==> config.mk <==
export PLATFORM = sky130hd
export DESIGN_NAME = sdjs_fifo
export DESIGN_NICKNAME = d
export VERILOG_FILES = /design/src/rtl/sdjs_pkg.sv /design/src/rtl/sdjs_fifo.sv
export SDC_FILE = /design/constraint.sdc
export NUM_CORES = 1
export LEC_CHECK = 0
export BUFFER_PORTS_ARGS = -buffer_cell sky130_fd_sc_hd__buf_4
export CORE_MARGIN = 2
export CORE_UTILIZATION = 52
export DETAILED_ROUTE_END_ITERATION = 10
export PLACE_DENSITY = 0.8
export RECOVER_POWER = 100
export SKIP_CTS_REPAIR_TIMING = 1
export SLEW_MARGIN = 20
export SYNTH_ARGS = -nofsm -noshare
export SYNTH_HDL_FRONTEND = slang
export SYNTH_SLANG_ARGS = --single-unit
==> constraint.sdc <==
create_clock -name clk_i -period 2.6 [get_ports clk_i]
set_input_delay 0.52 -clock clk_i [delete_from_list [all_inputs] [get_ports clk_i]]
set_output_delay 0.52 -clock clk_i [all_outputs]
set_load 0.01 [all_outputs]
==> src/rtl/sdjs_pkg.sv <==
// shared types, constants and codes for the stretch-deadline job scheduler
package sdjs_pkg;

  // sizing defaults
  localparam int unsigned QUEUE_DEPTH_DEF = 64;
  localparam int unsigned ID_BITS_DEF     = 16;
  localparam int unsigned FIFO_DEPTH      = 2;

  // fixed field widths
  localparam int unsigned FUNC_W    = 2;
  localparam int unsigned TIME_W    = 32;
  localparam int unsigned SPEED_W   = 16;
  localparam int unsigned STRETCH_W = 16;
  localparam int unsigned PROD_W    = TIME_W + STRETCH_W;
  localparam int unsigned RANK_W    = 42;
  localparam int unsigned TAKE_W    = PROD_W - 8;
  localparam int unsigned STATUS_W  = 3;

  // register map
  localparam logic [2:0] ADDR_STRETCH = 3'd0;
  localparam logic [STRETCH_W-1:0] STRETCH_RESET = 16'd256;

  typedef enum logic [FUNC_W-1:0] {
    FUNC_ARRIVE = 2'd0,
    FUNC_DEPART = 2'd1,
    FUNC_RUN    = 2'd2,
    FUNC_NOP    = 2'd3
  } func_e;

  typedef enum logic [STATUS_W-1:0] {
    ST_OK        = 3'd0,
    ST_EMPTY     = 3'd1,
    ST_NOT_TOP   = 3'd2,
    ST_FULL      = 3'd3,
    ST_OVERRUN   = 3'd4,
    ST_WORK_LEFT = 3'd5
  } status_e;

  // queue handshake between front and back
  typedef struct packed {
    logic valid;
    logic stall;
  } hs_t;

endpackage

==> src/rtl/sdjs_fifo.sv <==
// short command queue between front and back
module sdjs_fifo #(
  parameter int unsigned WIDTH = 8
) (
  input  logic             clk_i,
  input  logic             rst_ni,
  input  logic             push_valid_i,
  output logic             push_stall_o,
  input  logic [WIDTH-1:0] push_data_i,
  output logic             pop_valid_o,
  input  logic             pop_stall_i,
  output logic [WIDTH-1:0] pop_data_o
);

  localparam int unsigned PTR_W = $clog2(sdjs_pkg::FIFO_DEPTH);
  localparam int unsigned CNT_W = $clog2(sdjs_pkg::FIFO_DEPTH + 1);

  logic [WIDTH-1:0] mem_q [sdjs_pkg::FIFO_DEPTH];
  logic [PTR_W-1:0] wr_q, rd_q;
  logic [CNT_W-1:0] cnt_q;
  logic push, pop;

  assign push_stall_o = (cnt_q == CNT_W'(sdjs_pkg::FIFO_DEPTH));
  assign pop_valid_o  = (cnt_q != '0);
  assign push = push_valid_i && !push_stall_o;
  assign pop  = pop_valid_o && !pop_stall_i;
  assign pop_data_o = mem_q[rd_q];

  // pointers and fill count
  always_ff @(posedge clk_i or negedge rst_ni) begin
    if (!rst_ni) begin
      wr_q  <= '0;
      rd_q  <= '0;
      cnt_q <= '0;
    end else begin
      if (push) wr_q <= (wr_q == PTR_W'(sdjs_pkg::FIFO_DEPTH - 1)) ? '0 : wr_q + 1'b1;
      if (pop)  rd_q <= (rd_q == PTR_W'(sdjs_pkg::FIFO_DEPTH - 1)) ? '0 : rd_q + 1'b1;
      cnt_q <= cnt_q + CNT_W'(push) - CNT_W'(pop);
    end
  end

  // storage
  always_ff @(posedge clk_i) begin
    if (push) mem_q[wr_q] <= push_data_i;
  end

endmodule

==> flow_summary_export.csv <==
group,metric,value,unit
yosys,synth.largest_area_cell,"sky130_fd_sc_hd__edfxtp_1",
grt,grt_max_degree,12,
cells_and_area,drive_above_1_share,0.309,
clock_tree,clk_pin_slew_worst_paths,100,ps
setup_path,cp_cell_sequence,"mux2_2, clkbuf_1",
status,outcome,"completed",
timing,setup_repair_after_global_routing_missed_its_margin,"no",
yosys,syn-mean-instance-area,18.3,um^2
clock_tree,cts-htree-levels,1,
yosys,synth_compound_gate_area_share,0,
power,power.static_leakage,0.000361,uW
power,pwr_dens,1030,nW/um^2
clock_tree,cts_inserted_buffers,3,
power,sw_frac_of_total,0.316,
yosys,synth_most_common_cell,"sky130_fd_sc_hd__edfxtp_1",
clock_tree,cts_sink_count,20,
setup_path,critical_path.n_buffers_inverters,1,
yosys,synth_enable_flop_cells,16,
clock_tree,worstSkewPairLatency,290,ps
yosys,synthArstFlopShare,0.200,
cells_and_area,antenna_cells,0,
timing,setup_viol,0,
clock_tree,root_buffer,"sky130_fd_sc_hd__clkbuf_4",
setup_path,endpoint_kind,"output port",
yosys,post_synth_fa_ha_maj_area_fraction,0.0318,
yosys,synth.cells.most_frequent,"sky130_fd_sc_hd__edfxtp_1, sky130_fd_sc_hd__mux2_2, sky130_fd_sc_hd__dfrtp_1",
grt,grt_overflow,0,
yosys,synth_top_area_frac,0.611,
timing,final_period_minus_worst_setup_slack,1910,ps
die,floorplan.initialDensity,0.540,
yosys,yosys_most_used_dff,"sky130_fd_sc_hd__edfxtp_1",
die,rows,14,
yosys,syn_area,786,um^2
timing,final.setup_skew,3.64,ps
yosys,synth-seq-cells,20,
yosys,synth.net_count,57,
setup_path,critPathKind,"flop to output port",
timing,timing_worst_slew_pin_value,685,ps
setup_path,slowest_delay,580,ps
routing,ant_nets,0,
die,core_region_area,1450,um^2
setup_path,worst_path_dominant_cell_family,"flip-flops",
yosys,synth_warnings,0,
placement,place.port_buffers,21,
grt,via_count_of_the_first_global_routing_pass,444,
yosys,synthDistinctLibCells,14,
grt,antenna_violations_before_repair,0,
yosys,synth.top_cells.by_area,"sky130_fd_sc_hd__edfxtp_1, sky130_fd_sc_hd__dfrtp_1, sky130_fd_sc_hd__mux2_2",
die,die_width,42.9,um
yosys,synth_simple_gate_area_frac,0.0541,
routing,remaining_drc_errors,0,
timing,totalNegativeSetupSlack,0,ps
cells_and_area,fin_nets,83,
routing,detailroute.via_count,434,
setup_path,maximum_net_fanout_on_the_critical_path,9,
routing,drtPass1Iterations,4,
cells_and_area,finish.utilization,0.649,
power,internal_power,665,uW
die,die_height,42.9,um
flow_run,max-cap-violations,0,
cells_and_area,layout_area_growth_over_synthesis,20.1,%
setup_path,timing.critical_path.from_type,"flop",
timing,final-max-slew-violation-count,0,
power,switching_pwr,307,uW
setup_path,crit_slowest_cell,"sky130_fd_sc_hd__dfrtp_1",
placement,routabilityCongestion,0.677,
routing,detailedRoute.firstIterationViolations,3,
grt,first_pass_grt_wire_length,1.88,mm
yosys,yosysSeqAreaShare,0.739,
power,clock_power_share,0.149,
yosys,synthesized_netlist_cell_count,43,
setup_path,critical_path_arrival,1390,ps
grt,grt_util_all_layers,0.147,
die,boundaryPins,22,
yosys,dominant_combinational_cell_family_by_area_after_synthesis,"multiplexers",
power,combinationalPowerShare,0.332,
clock_tree,ctsLongestPathBuffers,2,
routing,post_drt_via_cell_ratio,5.17,
timing,max_freq,523,MHz
timing,max_transition_margin,0.541,
timing,finalCritPeriodShare,0.736,
yosys,synth.area.mux_share,0.115,
timing,final-hold-violation-count,0,
routing,route.final.wire_length,1.24,mm
power,vdd_drop_max,0.615,mV
die,die_area,1840,um^2
clock_tree,clock_tree_from_tritoncts,"yes",
min_path,hold_path_class,"primary input to flop",
power,seq_power_share,0.520,
yosys,post_synth_xor_area_fraction,0.0446,
routing,avgRoutedWirePerCell,14.8,um
setup_path,timing.critical_path.required,2080,ps
[worst register-to-register path, cell delays in order (launching register included)]
cell	delay, ps
sky130_fd_sc_hd__dfrtp_1	410
sky130_fd_sc_hd__or2_0	250
sky130_fd_sc_hd__nor2b_1	170
sky130_fd_sc_hd__ha_1	270
sky130_fd_sc_hd__inv_1	40
sky130_fd_sc_hd__ha_1	180
sky130_fd_sc_hd__xnor2_1	180
sky130_fd_sc_hd__xnor2_1	140
[state kept, by name, indices dropped and copies added, names as in the netlist]
| register | cells |
|---|---|
| mem_q | 16 |
| cnt_q | 2 |
| rd_q | 1 |
| wr_q | 1 |
[worst paths after layout]
check / start / end / slack, ps / depth (start not counted)
max: rd_q$_DFFE_PN0P_ / pop_data_o[7] / 690 / 2
min: push_data_i[7] / mem_q[1][7]$_DFFE_PP_ / 430 / 1
max reg2reg: cnt_q[1]$_DFF_PN0_ / cnt_q[1]$_DFF_PN0_ / 900 / 7
min reg2reg: cnt_q[1]$_DFF_PN0_ / cnt_q[1]$_DFF_PN0_ / 500 / 1
max in group asynchronous: rst_ni / rd_q$_DFFE_PN0P_ / 1780 / 2
min in group asynchronous: rst_ni / cnt_q[0]$_DFF_PN0_ / 630 / 2
[per-stage QoR]
step	area, um^2	hold slack [ps]	std cells	power (uW)	worst slack (ps)
finish	943	429	84	973	687
global route	943	412	84	1040	614
CTS	985	4.09	83	1060	662
detailed placement	958	319	79	916	943
global placement	958	320	79	894	960
floorplan	786	224	43	749	996
[area by class of cell]
type	count	area, um^2
clock buffers	4	26.3
fillers	105	510
inverters	2	7.51
multi-input cells	20	183
flip-flops and latches	20	581
well taps	16	20.0
repair buffers	22	126
[kinds of logic (layout without fill, tap and decap cells)]
family | after synthesis | after routing
xor gates and xnor gates | 4 | 4
buffers and inverters | 3 | 28
DFF | 20 | 20
adders and majority gates | 2 | 2
muxes | 8 | 8
and+or+nand+nor | 6 | 6
[power groups by stage]
stage	Sequential (uW)	Clock [uW]	Combinational, uW
CTS	509	148	400
detailed placement	516	0	400
global placement	511	0	383
finish	506	145	323
floorplan	479	0	270
global route	518	160	358
[layer usage]
metal	part of all wire	track usage
met3	0.050	0.0298
met1	0.41	0.156
met5	0	0
met4	0.028	0.0750
met2	0.51	0.270
[layout by cell type (no fill, tap or decap), drive strengths merged]
| cell type | Yosys | routed |
|---|---|---|
| buf | 1 | 2 |
| dlygate4sd3 | 0 | 1 |
| ha | 2 | 2 |
| dfrtp | 4 | 4 |
| inv | 2 | 2 |
| and3 | 1 | 1 |
| mux2 | 8 | 8 |
| xnor2 | 3 | 3 |
| or2 | 1 | 1 |
| nor2 | 1 | 1 |
| xor2 | 1 | 1 |
| nand2b | 1 | 1 |
| nor2b | 1 | 1 |
| edfxtp | 16 | 16 |
| nand2 | 1 | 1 |
| clkbuf | 0 | 23 |
Note: power is estimated with default switching activity, not from simulation.
