<file path="src/rtl/sdjs_pkg.sv">
// shared types, constants and codes for the stretch-deadline job scheduler
package sdjs_pkg;

  // sizing defaults
  localparam int unsigned QUEUE_DEPTH_DEF = 64;
  localparam int unsigned ID_BITS_DEF     = 16;
  localparam int unsigned FIFO_DEPTH      = 2;

  // fixed field widths
  localparam int unsigned FUNC_W    = 2;
  localparam int unsigned TIME_W    = 32;
  localparam int unsigned SPEED_W   = 16;
  localparam int unsigned STRETCH_W = 16;
  localparam int unsigned PROD_W    = TIME_W + STRETCH_W;
  localparam int unsigned RANK_W    = 42;
  localparam int unsigned TAKE_W    = PROD_W - 8;
  localparam int unsigned STATUS_W  = 3;

  // register map
  localparam logic [2:0] ADDR_STRETCH = 3'd0;
  localparam logic [STRETCH_W-1:0] STRETCH_RESET = 16'd256;

  typedef enum logic [FUNC_W-1:0] {
    FUNC_ARRIVE = 2'd0,
    FUNC_DEPART = 2'd1,
    FUNC_RUN    = 2'd2,
    FUNC_NOP    = 2'd3
  } func_e;

  typedef enum logic [STATUS_W-1:0] {
    ST_OK        = 3'd0,
    ST_EMPTY     = 3'd1,
    ST_NOT_TOP   = 3'd2,
    ST_FULL      = 3'd3,
    ST_OVERRUN   = 3'd4,
    ST_WORK_LEFT = 3'd5
  } status_e;

  // queue handshake between front and back
  typedef struct packed {
    logic valid;
    logic stall;
  } hs_t;

endpackage

</file>
<file path="src/rtl/sdjs_front.sv">
// front end: accepts beats, forms rank and run takeout
module sdjs_front #(
  parameter int unsigned ID_BITS = sdjs_pkg::ID_BITS_DEF
) (
  input  logic                             clk_i,
  input  logic                             rst_ni,
  input  logic                             in_valid_i,
  output logic                             in_stall_o,
  input  logic [sdjs_pkg::FUNC_W-1:0]      func_i,
  input  logic [ID_BITS-1:0]               job_id_i,
  input  logic [sdjs_pkg::TIME_W-1:0]      arrival_time_i,
  input  logic [sdjs_pkg::TIME_W-1:0]      job_size_i,
  input  logic [sdjs_pkg::TIME_W-1:0]      elapsed_i,
  input  logic [sdjs_pkg::SPEED_W-1:0]     speed_i,
  input  logic [sdjs_pkg::STRETCH_W-1:0]   stretch_i,
  output sdjs_pkg::hs_t                    cmd_hs_o,
  input  logic                             cmd_stall_i,
  output logic [sdjs_pkg::FUNC_W-1:0]      cmd_func_o,
  output logic [ID_BITS-1:0]               cmd_id_o,
  output logic [sdjs_pkg::RANK_W-1:0]      cmd_rank_o,
  output logic [sdjs_pkg::TIME_W-1:0]      cmd_size_o,
  output logic [sdjs_pkg::TAKE_W-1:0]      cmd_take_o
);

  // stage one: captured beat
  logic                           v1_q;
  logic [sdjs_pkg::FUNC_W-1:0]    func1_q;
  logic [ID_BITS-1:0]             id1_q;
  logic [sdjs_pkg::TIME_W-1:0]    arr1_q, size1_q, elap1_q;
  logic [sdjs_pkg::SPEED_W-1:0]   speed1_q;
  logic [sdjs_pkg::STRETCH_W-1:0] str1_q;

  // stage two: registered products
  logic                           v2_q;
  logic [sdjs_pkg::FUNC_W-1:0]    func2_q;
  logic [ID_BITS-1:0]             id2_q;
  logic [sdjs_pkg::TIME_W-1:0]    arr2_q, size2_q;
  logic [sdjs_pkg::PROD_W-1:0]    rprod2_q, tprod2_q;

  logic s2_free, s1_free, take_in;

  assign s2_free    = !v2_q || !cmd_stall_i;
  assign s1_free    = !v1_q || s2_free;
  assign in_stall_o = !s1_free;
  assign take_in    = in_valid_i && s1_free;

  // valid pipeline
  always_ff @(posedge clk_i or negedge rst_ni) begin
    if (!rst_ni) begin
      v1_q <= 1'b0;
      v2_q <= 1'b0;
    end else begin
      if (s1_free) v1_q <= in_valid_i;
      if (s2_free) v2_q <= v1_q;
    end
  end

  // payload capture, stretch sampled with the beat
  always_ff @(posedge clk_i) begin
    if (take_in) begin
      func1_q  <= func_i;
      id1_q    <= job_id_i;
      arr1_q   <= arrival_time_i;
      size1_q  <= job_size_i;
      elap1_q  <= elapsed_i;
      speed1_q <= speed_i;
      str1_q   <= stretch_i;
    end
    if (s2_free && v1_q) begin
      func2_q  <= func1_q;
      id2_q    <= id1_q;
      arr2_q   <= arr1_q;
      size2_q  <= size1_q;
      rprod2_q <= size1_q * str1_q;
      tprod2_q <= elap1_q * speed1_q;
    end
  end

  // rank sum and takeout toward the queue
  assign cmd_hs_o.valid = v2_q;
  assign cmd_hs_o.stall = cmd_stall_i;
  assign cmd_func_o = func2_q;
  assign cmd_id_o   = id2_q;
  assign cmd_size_o = size2_q;
  assign cmd_rank_o = {{(sdjs_pkg::RANK_W-sdjs_pkg::TIME_W){1'b0}}, arr2_q}
                    + {{(sdjs_pkg::RANK_W-sdjs_pkg::TAKE_W){1'b0}},
                       rprod2_q[sdjs_pkg::PROD_W-1:8]};
  assign cmd_take_o = tprod2_q[sdjs_pkg::PROD_W-1:8];

endmodule

</file>
<file path="config.mk">
export PLATFORM = sky130hd
export DESIGN_NAME = sdjs_front
export DESIGN_NICKNAME = d
export VERILOG_FILES = /design/src/rtl/sdjs_pkg.sv /design/src/rtl/sdjs_front.sv
export SDC_FILE = /design/constraint.sdc
export NUM_CORES = 2
export LEC_CHECK = 0
export ABC_AREA = 1
export BUFFER_PORTS_ARGS = -buffer_cell sky130_fd_sc_hd__buf_2
export CORE_ASPECT_RATIO = 1.5
export CORE_MARGIN = 4
export CORE_UTILIZATION = 35
export DETAILED_ROUTE_END_ITERATION = 6
export GPL_TIMING_DRIVEN = 0
export PLACE_DENSITY = 0.63
export REMOVE_ABC_BUFFERS = 1
export SYNTH_ARGS = -nofsm -noshare
export SYNTH_HDL_FRONTEND = slang
export SYNTH_SLANG_ARGS = --single-unit
</file>
<file path="constraint.sdc">
create_clock -name clk_i -period 25.8 [get_ports clk_i]
set_clock_uncertainty 0.15 [all_clocks]
set_input_delay 1.29 -clock clk_i [delete_from_list [all_inputs] [get_ports clk_i]]
set_output_delay 1.29 -clock clk_i [all_outputs]
set_load 0.05 [all_outputs]
</file>
==> flow_metrics.env <==
export IMPL_cts_max_level=2
export IMPL_cts_hold_buffers=0
export IMPL_dr_total_vias=36000
export IMPL_startpoint_type="flip-flop"
export IMPL_synth_warnings=0
export IMPL_grt_max_degree=82
export IMPL_track_usage=0.209
export IMPL_core_area_mm2=0.130
export IMPL_ctsResizeCount=0
export IMPL_clk_latency_ps=620
export IMPL_ant_nets=0
export IMPL_synth_ff_type="edfxtp_1"
export IMPL_tightest_slew_ps=1530
export IMPL_fp_dieArea_mm2=0.138
export IMPL_synth_area_leaders="fa_1 36%, edfxtp_1 20%, inv_1 12%"
export IMPL_rows=162
export IMPL_grt_antenna_before_repair=4
export IMPL_maxSlewViolCount=98
export IMPL_drc_errors=0
export IMPL_yosys_mux_area_fraction=0
export IMPL_chipHeight_um=452
export IMPL_synthAdderAreaFrac=0.435
export IMPL_fin_crit_sh=0.287
export IMPL_synth_async_reset_ratio=0.00645
export IMPL_worstPathRequired_ps=26000
export IMPL_avgSynthCellArea_um2=8.39
export IMPL_setup_viol=0
export IMPL_ios=285
export IMPL_numCtsBuffers=40
export IMPL_placedInstanceArea_mm2=0.0495
export IMPL_routed_wl_mm=141
export IMPL_antenna_cells=0
export IMPL_syn_inst=5488
export IMPL_design_area_mm2=0.0510
export IMPL_hp_class="reg -> reg"
export IMPL_synth_cell_types=37
export IMPL_worst_setup_path_end_kind="flip-flop"
export IMPL_yosys_area_top_type="fa_1"
export IMPL_drive_gt1_frac=0.0743
export IMPL_gp_congestion=0.988
export IMPL_yosysMostFrequentCell="inv_1"
export IMPL_synth_edf_count=308
export IMPL_finalCriticalPeriod_ps=7410
export IMPL_rsz0062_at_grt="false"
export IMPL_synth_top_family_by_area="adder cells"
export IMPL_postCtsSetupBuffers=0
export IMPL_slew_headroom=-0.0220
export IMPL_netlist_top_cells_count="1,514 x inv_1, 1,461 x nand2_1, 835 x fa_1"
export IMPL_failed_checks="capacitance limit, slew limit"
export IMPL_cts_tree="done"
export IMPL_layoutNonFillerInstCount=7376
export IMPL_crit_slowest_cell="edfxtp_1"
export IMPL_crit_path_max_incr_delay_ps=1340
export IMPL_drt_iter0_drc=1902
export IMPL_fp_dieW_um=304
export IMPL_numPortBuffers=283
export IMPL_cts_sinks=310
export IMPL_cp_max_fo=31
export IMPL_wl_per_cell_um=19.1
export IMPL_n_fill_cell=13100
export IMPL_grt_overflow_total=0
export IMPL_clk_pin_slew_ps=60
export IMPL_syn_to_final_growth_pct=10.9
export IMPL_grt_pass1_vias=40600
export IMPL_placed_cells=7298
export IMPL_final_setup_tns_ps=0
export IMPL_nets=6874
export IMPL_via_per_inst=4.88
export IMPL_clockBufferDepth=3
export IMPL_setup_ws_ps=18390
export IMPL_pre_cts_slack_ps=18380
export IMPL_status="finished, violations left"
export IMPL_arrival_ps=7610
export IMPL_maxCapViolations=3
export IMPL_fmax_ghz=0.135
export IMPL_dp_hpwl_mm=118
export IMPL_multi_input_area_mm2=0.0302
export IMPL_synth_top_area_share=0.363
export IMPL_firstDrtPassIters=6
export IMPL_cts_root_buf="clkbuf_16"
export IMPL_register_area_mm2=0.00930
export IMPL_synth_area_mm2=0.0460
export IMPL_worstSetupPathType="reg -> reg"
export IMPL_grt_pass1_wl_mm=221
export IMPL_synth_seq_cells=310
export IMPL_synth_simple_area_share=0.163
export IMPL_synth_compound_gate_area_share=0.0406
export IMPL_initial_utilization=0.353
export IMPL_ys_seq_area_frac=0.202
export IMPL_hold_viol=0
export IMPL_synthXorXnorAreaFrac=0.0164
export IMPL_cp_cell_sequence="nand2_1, fa_1, inv_1, fa_1, inv_1, fa_1, inv_1, fa_1, fa_1, inv_1, fa_1, inv_1, ha_1, nand2_1, inv_1, a21oi_1, o21ai_0, a21oi_1, nand3_1, xor2_1"
## sequential cells by signal, indices dropped and copies added (netlist names)
register and cells:
func1_q 2, elap1_q 32, str1_q 16, arr2_q 32, v2_q 1, v1_q 1, id1_q 16, rprod2_q 40
size1_q 32, cmd_func_o 2, tprod2_q 40, arr1_q 32, speed1_q 16, cmd_id_o 16, cmd_size_o 32
## per-layer routing
metal  up-vias  GRT usage  share of wire
met5         -          0              0
met4         0      0.121          0.067
met3       497     0.0260          0.047
met2      1200      0.410           0.55
met1     18000      0.210           0.34
li1      16200          -              -
## final timing paths
check                                 startpoint  cells after the start                     end  slack [ps]
max in group asynchronous                 rst_ni                      1        v2_q$_DFFE_PN0P_       25080
hold / removal                id1_q[9]$_DFFE_PP_                      0   cmd_id_o[9]$_DFFE_PP_         260
setup / recovery           speed1_q[1]$_DFFE_PP_                     20  tprod2_q[36]$_DFFE_PP_       18390
min in group asynchronous                 rst_ni                      1        v1_q$_DFFE_PN0N_         320
setup reg to reg           speed1_q[1]$_DFFE_PP_                     20  tprod2_q[36]$_DFFE_PP_       18390
hold reg to reg               id1_q[9]$_DFFE_PP_                      0   cmd_id_o[9]$_DFFE_PP_         260
## cells by family (layout without fill, tap and decap cells)
family	count (synthesis)	count (layout)
AO/OA/AOI/OAI	344	344
XOR/XNOR	86	86
adder cells (fa/ha/maj)	1101	1101
buffers and inverters	1740	1906
flip-flops	310	310
other	1	1
AND/OR/NAND/NOR	1906	1906
## worst max-delay path: cells and delay by family (launching register included)
family	cells	cell delay [ps]
simple gates	3	500
flops	1	1340
buf+inv	6	330
xor+xnor	1	430
compound gates	3	850
fa+ha+maj	7	3500
## through the flow
step,hold slack (ps),util
finish,256,0.392
global route,262,0.392
CTS,255,0.390
detailed placement,255,0.380
global placement,250,0.374
floorplan,250,-
## layout make-up
type	instances	share of cell area
Sequential cell	310	0.182
Inverter	1516	0.112
Timing Repair Buffer	317	0.0455
Clock inverter	27	0.00606
Tap cell	1722	0.0422
Multi-Input combinational cell	3438	0.592
Clock buffer	46	0.0205
## cells in the final DEF, fill, tap and decap left out, drive strengths merged, types with 7 or more instances in the layout
master | synthesis | final
a21o | 18 | 18
buf | 6 | 317
a21oi | 183 | 183
nand2 | 1484 | 1484
o21bai | 19 | 19
clkbuf | 218 | 46
nor3 | 29 | 29
nand3 | 90 | 90
inv | 1516 | 1525
nor2 | 260 | 260
nand4 | 26 | 26
xnor2 | 32 | 32
fa | 835 | 835
o21ai | 104 | 104
clkinv | 0 | 11
xor2 | 54 | 54
ha | 266 | 266
a31oi | 8 | 8
edfxtp | 308 | 308
o21a | 7 | 7
Power is not shown: default switching activity piles up to over one toggle a cycle in this logic, so the estimate is an artifact.
